===== config.mk =====
export PLATFORM = sky130hd
export DESIGN_NAME = lru_buffer_frame_manager
export DESIGN_NICKNAME = d
export VERILOG_FILES = /design/src/hdl/lrubfm_pkg.sv /design/src/hdl/lru_buffer_frame_manager.sv /design/src/hdl/lrubfm_ctrl.sv /design/src/hdl/lrubfm_datapath.sv
export SDC_FILE = /design/constraint.sdc
export NUM_CORES = 2
export LEC_CHECK = 0
export ABC_AREA = 1
export BUFFER_PORTS_ARGS = -buffer_cell sky130_fd_sc_hd__buf_4
export CAP_MARGIN = 40
export CORE_MARGIN = 2
export CORE_UTILIZATION = 56
export CTS_CLUSTER_DIAMETER = 40
export DETAILED_ROUTE_END_ITERATION = 10
export GPL_TIMING_DRIVEN = 0
export PLACE_DENSITY_LB_ADDON = 0.05
export SLEW_MARGIN = 20
export SYNTH_ARGS = -nofsm -noshare
export SYNTH_HDL_FRONTEND = slang
export SYNTH_SLANG_ARGS = --single-unit

===== constraint.sdc =====
create_clock -name clk -period 16.1 [get_ports clk]
set_clock_uncertainty 0.2 [all_clocks]
set_input_delay 0 -clock clk [delete_from_list [all_inputs] [get_ports clk]]
set_output_delay 0 -clock clk [all_outputs]
set_load 0.01 [all_outputs]

===== src/hdl/lrubfm_pkg.sv =====
// Shared package for the LRU buffer frame manager.
// Holds the fixed field widths, parameter defaults and the controller command type.
// Depends on nothing; every other file in hdl imports it.
`timescale 1ns / 1ps

package lrubfm_pkg;

    // Port widths fixed by the request and result fields.
    localparam int PAGE_ID_W = 32;
    localparam int FRAME_W   = 4;
    localparam int CFG_W     = 5;

    // Reset value of the frame count register.
    localparam logic [CFG_W-1:0] CFG_RESET = 5'd10;

    // Defaults for the top-level parameters.
    localparam int DEF_MAX_FRAMES   = 16;
    localparam int DEF_PAGE_ID_BITS = 32;

    // Commands from the controller to the datapath.
    typedef struct packed {
        logic load;    // capture the requested page
        logic decide;  // search the frames and register the outcome
        logic commit;  // write back the frame table and ages
    } ctrl_cmd_t;

endpackage


===== src/hdl/lru_buffer_frame_manager.sv =====
// Top level of the LRU buffer frame manager.
// Joins the controller and the datapath and checks their joint behavior.
// Depends on lrubfm_pkg, lrubfm_ctrl and lrubfm_datapath.
`timescale 1ns / 1ps

// Usage
// A page request is a transaction on the command channel: it is accepted at
// a rising edge where start is high and busy is low, and page_id is taken then.
// Exactly one result follows. It is presented on hit, frame, evicted and
// evicted_page for one cycle, marked by done, in the update after lookup.
// The receiver cannot stall; it must take the result in that cycle.
// A new request may be accepted in the same cycle that done is high, so the
// block takes a new request while the last is still in update. Busy is high
// only in the lookup cycle, where the parallel tag compare, the free-frame
// search and the oldest-age tree are evaluated; the following cycle writes
// the frame table and ages back.
// The user, not the block, must write the frame count register (cfg_wr_en,
// cfg_wr_data, no handshake) only while no request is in flight.
// Reset clears every frame to free, all ages to zero and sets the frame
// count to ten. There is no clearing pass: the block is ready at once.
module lru_buffer_frame_manager #(
    parameter int MAX_FRAMES   = lrubfm_pkg::DEF_MAX_FRAMES,
    parameter int PAGE_ID_BITS = lrubfm_pkg::DEF_PAGE_ID_BITS
) (
    input  logic                             clk,
    input  logic                             rst_n,
    input  logic                             start,
    output logic                             busy,
    input  logic [lrubfm_pkg::PAGE_ID_W-1:0] page_id,
    output logic                             done,
    output logic                             hit,
    output logic [lrubfm_pkg::FRAME_W-1:0]   frame,
    output logic                             evicted,
    output logic [lrubfm_pkg::PAGE_ID_W-1:0] evicted_page,
    input  logic                             cfg_wr_en,
    input  logic [lrubfm_pkg::CFG_W-1:0]     cfg_wr_data
);
    import lrubfm_pkg::*;

    ctrl_cmd_t cmd;

    // The controller sequences each transaction; it never looks at the data.
    lrubfm_ctrl u_ctrl (
        .clk   (clk),
        .rst_n (rst_n),
        .start (start),
        .busy  (busy),
        .done  (done),
        .cmd   (cmd)
    );

    // The datapath holds the frame table and performs search and update.
    lrubfm_datapath #(
        .MAX_FRAMES   (MAX_FRAMES),
        .PAGE_ID_BITS (PAGE_ID_BITS)
    ) u_datapath (
        .clk          (clk),
        .rst_n        (rst_n),
        .cmd          (cmd),
        .cfg_wr_en    (cfg_wr_en),
        .cfg_wr_data  (cfg_wr_data),
        .page_id      (page_id),
        .hit          (hit),
        .frame        (frame),
        .evicted      (evicted),
        .evicted_page (evicted_page)
    );

    // An accepted request always moves into the lookup cycle.
    a_accept_to_lookup: assert property (@(posedge clk) disable iff (!rst_n)
        start && !busy |=> busy)
        else $error("accepted request did not enter lookup");

    // Every result is preceded by its lookup cycle.
    a_done_after_lookup: assert property (@(posedge clk) disable iff (!rst_n)
        done |-> $past(busy))
        else $error("result without a preceding lookup");

    // An eviction only happens on a miss.
    a_evict_on_miss: assert property (@(posedge clk) disable iff (!rst_n)
        done && evicted |-> !hit)
        else $error("eviction reported on a hit");

    // Without an eviction the evicted page reads as zero.
    a_evict_page_zero: assert property (@(posedge clk) disable iff (!rst_n)
        done && !evicted |-> evicted_page == '0)
        else $error("evicted page nonzero without eviction");

endmodule


===== src/hdl/lrubfm_ctrl.sv =====
// Controller of the LRU buffer frame manager.
// Sequences each request through lookup and update and drives busy and done.
// Depends on lrubfm_pkg for the command type.
`timescale 1ns / 1ps

module lrubfm_ctrl (
    input  logic                  clk,
    input  logic                  rst_n,
    input  logic                  start,
    output logic                  busy,
    output logic                  done,
    output lrubfm_pkg::ctrl_cmd_t cmd
);
    import lrubfm_pkg::*;

    localparam logic [1:0] ST_IDLE   = 2'd0;
    localparam logic [1:0] ST_LOOKUP = 2'd1;
    localparam logic [1:0] ST_UPDATE = 2'd2;

    logic [1:0] state_reg;
    logic [1:0] state_next;
    logic       accept;

    // A new request may enter during the update cycle of the previous one,
    // because its lookup follows the update and sees the written-back table.
    assign busy   = (state_reg == ST_LOOKUP);
    assign accept = start && !busy;
    assign done   = (state_reg == ST_UPDATE);

    assign cmd.load   = accept;
    assign cmd.decide = (state_reg == ST_LOOKUP);
    assign cmd.commit = (state_reg == ST_UPDATE);

    always_comb
    begin
        state_next = state_reg;
        unique case (state_reg)
            ST_IDLE:
            begin
                if (accept)
                begin
                    state_next = ST_LOOKUP;
                end
            end
            ST_LOOKUP:
            begin
                state_next = ST_UPDATE;
            end
            ST_UPDATE:
            begin
                state_next = accept ? ST_LOOKUP : ST_IDLE;
            end
            default:
            begin
                state_next = ST_IDLE;
            end
        endcase
    end

    always_ff @(posedge clk or negedge rst_n)
    begin
        if (!rst_n)
        begin
            state_reg <= ST_IDLE;
        end
        else
        begin
            state_reg <= state_next;
        end
    end

endmodule


===== src/hdl/lrubfm_datapath.sv =====
// Datapath of the LRU buffer frame manager.
// Holds the frame table, recency ages and frame count, searches and updates them.
// Depends on lrubfm_pkg for widths, reset values and the command type.
`timescale 1ns / 1ps

module lrubfm_datapath #(
    parameter int MAX_FRAMES   = lrubfm_pkg::DEF_MAX_FRAMES,
    parameter int PAGE_ID_BITS = lrubfm_pkg::DEF_PAGE_ID_BITS
) (
    input  logic                             clk,
    input  logic                             rst_n,
    input  lrubfm_pkg::ctrl_cmd_t            cmd,
    input  logic                             cfg_wr_en,
    input  logic [lrubfm_pkg::CFG_W-1:0]     cfg_wr_data,
    input  logic [lrubfm_pkg::PAGE_ID_W-1:0] page_id,
    output logic                             hit,
    output logic [lrubfm_pkg::FRAME_W-1:0]   frame,
    output logic                             evicted,
    output logic [lrubfm_pkg::PAGE_ID_W-1:0] evicted_page
);
    import lrubfm_pkg::*;

    localparam int IDX_W   = $clog2(MAX_FRAMES);
    localparam int AGE_W   = IDX_W;
    localparam int PAGE_W  = (PAGE_ID_BITS < PAGE_ID_W) ? PAGE_ID_BITS : PAGE_ID_W;
    localparam int CNT_W   = $clog2(MAX_FRAMES + 1);
    localparam int NUM_W   = (CNT_W > CFG_W) ? CNT_W : CFG_W;
    localparam int TREE_N  = 2 ** IDX_W;
    localparam logic [AGE_W-1:0] AGE_MAX = AGE_W'(MAX_FRAMES - 1);

    // Configuration and table state.
    logic [CFG_W-1:0]      cfg_reg;
    logic [MAX_FRAMES-1:0] used_reg;
    logic [AGE_W-1:0]      age_reg [MAX_FRAMES];
    logic [PAGE_W-1:0]     page_reg [MAX_FRAMES];

    // Request and decision registers.
    logic [PAGE_W-1:0]     req_reg;
    logic                  hit_reg;
    logic                  evicted_reg;
    logic [IDX_W-1:0]      slot_reg;
    logic [AGE_W-1:0]      hit_age_reg;
    logic [PAGE_W-1:0]     old_page_reg;

    // Search results.
    logic [NUM_W-1:0]      active_num;
    logic [MAX_FRAMES-1:0] active;
    logic [MAX_FRAMES-1:0] match;
    logic [MAX_FRAMES-1:0] free;
    logic [IDX_W-1:0]      hit_idx;
    logic [IDX_W-1:0]      free_idx;
    logic [IDX_W-1:0]      victim_idx;
    logic                  any_hit;
    logic                  any_free;
    logic [IDX_W-1:0]      slot_sel;

    logic [AGE_W-1:0]      tree_key [IDX_W+1][TREE_N];
    logic [IDX_W-1:0]      tree_idx [IDX_W+1][TREE_N];

    logic [IDX_W+FRAME_W-1:0]  frame_wide;
    logic [PAGE_W+PAGE_ID_W-1:0] evict_wide;

    // Frame count clamp: zero acts as one, values above the build size saturate.
    always_comb
    begin
        if (cfg_reg == '0)
        begin
            active_num = NUM_W'(1);
        end
        else if (NUM_W'(cfg_reg) > NUM_W'(MAX_FRAMES))
        begin
            active_num = NUM_W'(MAX_FRAMES);
        end
        else
        begin
            active_num = NUM_W'(cfg_reg);
        end
    end

    always_comb
    begin
        for (int i = 0; i < MAX_FRAMES; i++)
        begin
            active[i] = NUM_W'(i) < active_num;
            match[i]  = active[i] && used_reg[i] && (page_reg[i] == req_reg);
            free[i]   = active[i] && !used_reg[i];
        end
    end

    // Lowest-numbered matching frame and lowest-numbered free frame.
    always_comb
    begin
        hit_idx  = '0;
        free_idx = '0;
        for (int i = MAX_FRAMES - 1; i >= 0; i--)
        begin
            if (match[i])
            begin
                hit_idx = IDX_W'(i);
            end
            if (free[i])
            begin
                free_idx = IDX_W'(i);
            end
        end
    end

    assign any_hit  = |match;
    assign any_free = |free;

    // Oldest active frame by a pairwise tree. The lower index wins ties, and
    // inactive frames carry age zero, so they sit above every active frame and
    // can never be chosen.
    always_comb
    begin
        for (int l = 0; l <= IDX_W; l++)
        begin
            for (int j = 0; j < TREE_N; j++)
            begin
                tree_key[l][j] = '0;
                tree_idx[l][j] = IDX_W'(j);
            end
        end
        for (int j = 0; j < MAX_FRAMES; j++)
        begin
            tree_key[0][j] = active[j] ? age_reg[j] : '0;
        end
        for (int l = 0; l < IDX_W; l++)
        begin
            for (int j = 0; j < (TREE_N >> (l + 1)); j++)
            begin
                if (tree_key[l][2*j+1] > tree_key[l][2*j])
                begin
                    tree_key[l+1][j] = tree_key[l][2*j+1];
                    tree_idx[l+1][j] = tree_idx[l][2*j+1];
                end
                else
                begin
                    tree_key[l+1][j] = tree_key[l][2*j];
                    tree_idx[l+1][j] = tree_idx[l][2*j];
                end
            end
        end
    end

    assign victim_idx = tree_idx[IDX_W][0];

    always_comb
    begin
        priority if (any_hit)
        begin
            slot_sel = hit_idx;
        end
        else if (any_free)
        begin
            slot_sel = free_idx;
        end
        else
        begin
            slot_sel = victim_idx;
        end
    end

    always_ff @(posedge clk or negedge rst_n)
    begin
        if (!rst_n)
        begin
            cfg_reg <= CFG_RESET;
        end
        else if (cfg_wr_en)
        begin
            cfg_reg <= cfg_wr_data;
        end
    end

    // Request capture and decision registers; these also feed the result ports.
    always_ff @(posedge clk)
    begin
        if (cmd.load)
        begin
            req_reg <= page_id[PAGE_W-1:0];
        end
        if (cmd.decide)
        begin
            hit_reg      <= any_hit;
            evicted_reg  <= !any_hit && !any_free;
            slot_reg     <= slot_sel;
            hit_age_reg  <= age_reg[hit_idx];
            old_page_reg <= (!any_hit && !any_free) ? page_reg[victim_idx] : '0;
        end
    end

    // Valid bits and ages. On a hit only frames younger than the hit frame
    // grow older; on a miss every other used active frame does, up to AGE_MAX.
    always_ff @(posedge clk or negedge rst_n)
    begin
        if (!rst_n)
        begin
            used_reg <= '0;
            for (int i = 0; i < MAX_FRAMES; i++)
            begin
                age_reg[i] <= '0;
            end
        end
        else if (cmd.commit)
        begin
            for (int i = 0; i < MAX_FRAMES; i++)
            begin
                if (IDX_W'(i) == slot_reg)
                begin
                    age_reg[i] <= '0;
                end
                else if (active[i] && used_reg[i] && (age_reg[i] < AGE_MAX) &&
                         (!hit_reg || (age_reg[i] < hit_age_reg)))
                begin
                    age_reg[i] <= age_reg[i] + AGE_W'(1);
                end
            end
            used_reg[slot_reg] <= 1'b1;
        end
    end

    always_ff @(posedge clk)
    begin
        if (cmd.commit && !hit_reg)
        begin
            page_reg[slot_reg] <= req_reg;
        end
    end

    assign frame_wide   = {FRAME_W'(0), slot_reg};
    assign evict_wide   = {PAGE_ID_W'(0), old_page_reg};
    assign hit          = hit_reg;
    assign evicted      = evicted_reg;
    assign frame        = frame_wide[FRAME_W-1:0];
    assign evicted_page = evict_wide[PAGE_ID_W-1:0];

endmodule

* Word-level counts from Yosys, hierarchy flattened *
Memories as Yosys holds them, arrays and structs flattened. A register that Yosys moved wholly into a read port is not among the register bits.
Cells that the tools add are included.

word-level totals
  register bits = 129
  memory bits (writable) = 512
  bits of input ports = 41
  output and inout port bits = 40
  logic and storage cells = 425
  memories = 1

operators by class
  add/subtract/negate cells = 16
  order comparisons = 67
  eq/ne operators = 34
  multiplexer cells = 123
  bitwise logic cells = 2
  reductions and logical operators = 158

memories
  name                 words  width  rd ports  clocked after Yosys merged registers in  wr ports  line                   source
  u_datapath.page_reg  16     32     17        1                                        1         lrubfm_datapath.sv:35  logic [PAGE_W-1:0] page_reg [MAX_FRAMES];

operators with widths
  operator                                                               count
  32-bit equality test                                                   16
  4-bit two-way mux                                                      99
  1-bit logical AND                                                      84
  4-bit by 1-bit adder with 4-bit output (second input constant)         16
  4-bit < comparator                                                     16
  4-bit < comparator (second input constant)                             16
  4-bit > comparator                                                     15
  4-bit by 5-bit < comparator with 1-bit output (first input constant)   8
  4-bit equality test (first input constant)                             8
  2-bit AND reduction                                                    16
  2-bit nonzero test                                                     16
  16-bit OR reduction                                                    2
  1-bit zero test                                                        21
  3-bit by 5-bit < comparator with 1-bit output (first input constant)   4
  4-bit binary-select mux with 4-bit select                              1
  3-bit by 4-bit equality test with 1-bit output (first input constant)  4
  1-bit logical OR                                                       16
  16-bit OR                                                              1
  1-bit two-way mux                                                      12
  1-bit by 5-bit < comparator with 1-bit output (first input constant)   2
  2-bit by 5-bit < comparator with 1-bit output (first input constant)   2
  2-bit two-way mux                                                      5
  5-bit two-way mux                                                      2
  2-bit by 4-bit equality test with 1-bit output (first input constant)  2
  15 further kinds                                                       16

* Longest topological paths before layout *
  word-level depth = 26
  depth in mapped cells = 51
  gate-level depth less buffers = 47

* Modules after synthesis *
A second synthesis with hierarchy kept.

unflattened totals
  cell total of the unflattened synthesis = 4430
  area total of the unflattened synthesis = 39914.5 sq um

modules (own cells, without submodules)
  module           instances  cells an instance  area each (sq um)  seq. area each (sq um)
  lrubfm_datapath  1          4415               39800.7            19726.4
  lrubfm_ctrl      1          15                 113.9              50.0

* Worst setup path before layout *
OpenSTA, ideal clock, no wires.

  kind = register -> register
  from = reg u_datapath.cfg_reg[3]
  to = reg u_datapath.old_page_reg[0], in the netlist u_datapath.evicted_page[0] (read register of u_datapath.page_reg) (data pin)
  setup time = 0.260 ns
  arrival = 6.722 ns
  required time = 15.640 ns
  slack = 8.917 ns
  stages on the path, launching flop included = 47
  path buffers = 3
  clock period less this slack = 7.183 ns
  cell sequence = dfstp_2 inv_2 nand3_2 nand2_2 a21oi_4 nand2_4 inv_2 o21ai_2 nand2_1 inv_1 ha_1 nand2_1 o21ai_1 nor2_1 a21oi_1 ha_1 nand2_1 inv_1 [... 11 more ...] nand2_1 o21ai_0 ha_1 inv_1 nor2_1 o21ai_1 a32oi_2 inv_2 a31oi_1 o311ai_1 nand2_1 buf_2 clkbuf_1 a21oi_1 o21ai_0 o211ai_1 o211ai_1 a21oi_2

between the ends
  longest elaborated chain between the ends = 13
  elaborated cells between the ends (all ways) = 134
  those cells by class = order compare: 32; mux: 47; reduce/logical: 55

ends and longest elaborated chain
  element                                                                line                    source
  start: declaration                                                     lrubfm_datapath.sv:32   logic [CFG_W-1:0] cfg_reg;
  start signal: assignment                                               lrubfm_datapath.sv:172  cfg_reg <= cfg_wr_data;
  5-bit > comparator                                                     lrubfm_datapath.sv:70   else if (NUM_W'(cfg_reg) > NUM_W'(MAX_FRAMES))
  5-bit two-way mux                                                      lrubfm_datapath.sv:70
  5-bit two-way mux (*)                                                  lrubfm_datapath.sv:66   if (cfg_reg == '0)
  4-bit by 5-bit < comparator with 1-bit output (tied with other cells)  lrubfm_datapath.sv:84   active[i] = NUM_W'(i) < active_num;
  4-bit two-way mux                                                      lrubfm_datapath.sv:126  tree_key[0][j] = active[j] ? age_reg[j] : '0;
  4-bit > comparator                                                     lrubfm_datapath.sv:132  if (tree_key[l][2*j+1] > tree_key[l][2*j])
  4-bit two-way mux                                                      lrubfm_datapath.sv:132
  4-bit > comparator                                                     lrubfm_datapath.sv:132
  4-bit two-way mux                                                      lrubfm_datapath.sv:132
  4-bit > comparator                                                     lrubfm_datapath.sv:132
  4-bit two-way mux                                                      lrubfm_datapath.sv:132
  4-bit > comparator                                                     lrubfm_datapath.sv:132
  4-bit two-way mux                                                      lrubfm_datapath.sv:132
  end: declaration                                                       lrubfm_datapath.sv:43   logic [PAGE_W-1:0] old_page_reg;

Every way passes the cells marked *; elsewhere a longest branch is shown, timed or not.
A chain may end at the register's enable or synchronous reset.

* Final worst setup path *
  from = reg u_datapath.cfg_reg[1]
  to = reg u_datapath.old_page_reg[6], in the netlist u_datapath.evicted_page[6] (read register of u_datapath.page_reg) (data pin)

The elaborated chain is that of the path after synthesis.

==> results.toml <==
[status]
status = "complete, no violations"

[clocking]
clock-sinks = 673
clk_pin_slew_ns = 0.06
h-tree-depth = 3
cts-resized-gates = 0
clockRootBuffer = "clkbuf_16"
clk_latency_ns = 0.71
clock_tree.buffer_depth = 3
numCtsBuffers = 107
cts_tree = "yes"

[cells_and_area]
drive_gt1_frac = 0.117
nFillCells = 5670
final_nets = 4969
area_growth_pct = 19.5
largest_register_ffs = 512

[setup_path]
cp-end-kind = "flip-flop"
r2r-start = "u_datapath.cfg_reg[1]"
rr_worst_depth = 43
critPathRequiredTime_ns = 16.30
critPathArrivalTime_ns = 11.96
max_stage_delay_ns = 0.75
startpoint_type = "flip-flop"
cpMaxStageDelayCell = "clkbuf_1"
crit_type = "flip-flop to flip-flop"
reg2reg_slack_ns = 4.34
r2r_end = "u_datapath.evicted_page[6]"
cp_max_fo = 10

[synthesis]
ys_seq_area_frac = 0.497
synth-compound-area-share = 0.123
syn_area_per_cell_um2 = 8.94
synth_xor_area_frac = 0.0674
synthAdderAreaFrac = 0.0390
yosysWarnings = 0
synthFlopType = "edfxtp_1"
synth_simple_gate_area_share = 0.208
synth_cell_type_count = 60
synth_edf_count = 586
synth_top_family_by_area = "simple AND/OR/NAND/NOR gates"
ys_async_sr_fraction = 0.129
synth_area_mm2 = 0.0398
synthesis.instances = 4453
synth.ff_latch_count = 673
synthMuxAreaShare = 0.000283
syn-num-nets = 4618

[sta]
setup_violations = 0
period_share = 0.730
setup_tns_ns = 0
whs_ns = 0.00256
slew_headroom = 0.330
rsz0062_at_grt = "no"
finalCriticalPeriod_ns = 11.76
worstMarginPinSlew_ns = 0.994
fmax_ghz = 0.0851
hold_viol = 0
slew_violations = 0

[flow_run]
cap_violations = 0

[hold_path]
hold_start = "start"
hold_path_depth = 4
min_to = "u_ctrl.state_reg[0]"
hold_class = "input pin to flip-flop"

[routing]
drtPass1Iterations = 8
drc = 0
viasPerCell = 6.70
antenna_left = 0
routed-via-count = 39124
postRouteWirelength_um = 188000
drt-initial-drc-count = 6997
wl_per_cell_um = 32.3

[die]
row_count = 97
io_pins = 81
start_util = 0.567
core_mm2 = 0.0701
die_h_um = 271
dieArea_mm2 = 0.0732
die_w_um = 271

[place]
portBuffers = 79
hpwl_um = 144000
gp_congestion = 1.12

[global_route]
grt_usage = 0.504
grt_pass1_vias = 36394
grt_max_degree = 86
grt_first_pass_wirelength_um = 260000
grt_overflow = 0
antenna_found_initial = 8
## final cells by class
type                       count  area [µm²]  share of cell area
antenna                        4        10.0            0.000211
buffer                       195         956              0.0201
clock buffer                 114        2700              0.0569
clock inverter                89        1100              0.0232
inverter                     448        1680              0.0354
multi-input combinational   3137       17500               0.369
sequential                   673       19800               0.416
tap                          940        1180              0.0247
timing repair buffer         242        2610              0.0549
## worst max-delay path by stage
stage | to | depth (start not counted) | start
2_1_floorplan | u_datapath.evicted_page[0] | 46 | u_datapath.cfg_reg[3]
3_3_place_gp | u_datapath.evicted_page[4] | 43 | u_datapath.cfg_reg[1]
3_5_place_dp | u_datapath.evicted_page[14] | 42 | u_datapath.cfg_reg[1]
4_1_cts | u_datapath.evicted_page[14] | 42 | u_datapath.cfg_reg[1]
5_1_grt | u_datapath.evicted_page[14] | 43 | u_datapath.cfg_reg[1]
6_report | u_datapath.evicted_page[6] | 43 | u_datapath.cfg_reg[1]
## what timing repair did
action | in CTS | in global routing
hold buffers | 88 | 0
buffers inserted | 0 | 0
setup endpoints to repair | 0 | 0
hold endpoints to repair | 157 | 0
## cell usage after synthesis, types with 85 or more instances
| cell | number | area, µm² |
|---|---|---|
| a21oi_1 | 206 | 1030 |
| clkbuf_1 | 86 | 323 |
| dfrtp_1 | 85 | 2130 |
| edfxtp_1 | 586 | 17600 |
| ha_1 | 124 | 1550 |
| inv_1 | 427 | 1600 |
| nand2_1 | 860 | 3230 |
| nand3_1 | 233 | 1170 |
| nand4_1 | 146 | 913 |
| nor2_1 | 404 | 1520 |
| o211ai_1 | 108 | 811 |
| o21ai_0 | 379 | 1900 |
| xnor2_1 | 250 | 2190 |
## metrics by stage
stage / instances / worst slack, ns / instance area, µm² / utilization
2_1_floorplan: 4453 / 8.92 / 39800 / -
3_3_place_gp: 5472 / 4.76 / 41600 / 0.592
3_5_place_dp: 5537 / 5.11 / 42700 / 0.609
6_report: 5842 / 4.34 / 47500 / 0.678
5_1_grt: 5838 / 4.09 / 47500 / 0.678
4_1_cts: 5828 / 5.06 / 47400 / 0.676
## per-layer routing
metal	vias to the layer above	part of all wire	track usage
met3	878	0.16	0.236
met4	8	0.091	0.356
li1	16212	-	-
met2	3504	0.40	0.707
met5	-	0.00036	0
met1	18522	0.34	0.609
## critical path: cells and delay by family (launching register included)
kind                       cells  cell delay [ns]
AOI/OAI and AO/OA             17             4.91
adders and majority gates      4             1.40
buffers and inverters         11             2.79
and+or+nand+nor               11             1.48
DFF                            1             0.65
## cell usage in the layout, fill, tap and decap left out, types with 39 or more instances in the layout
master	count
o211ai_1	108
nor3_1	63
buf_6	39
inv_1	427
buf_2	76
buf_4	97
nor4_1	66
nand3_1	233
o21ai_0	379
a21oi_1	206
nand4_1	146
clkbuf_16	107
edfxtp_1	586
nand2_1	860
dfrtp_1	85
xnor2_1	250
clkbuf_1	84
xor2_1	56
nor2_1	386
ha_1	124
dlygate4sd3_1	87
## logic make-up (layout without fill, tap and decap cells)
kind of cell / Yosys count / in the layout
buf+inv: 643 / 1088
flops: 673 / 673
compound gates: 839 / 839
other cells: 0 / 4
mux: 1 / 1
fa+ha+maj: 124 / 124
xor+xnor: 306 / 306
simple gates: 1867 / 1867
Power is not shown: default switching activity piles up to over one toggle a cycle in this logic, so the estimate is an artifact.
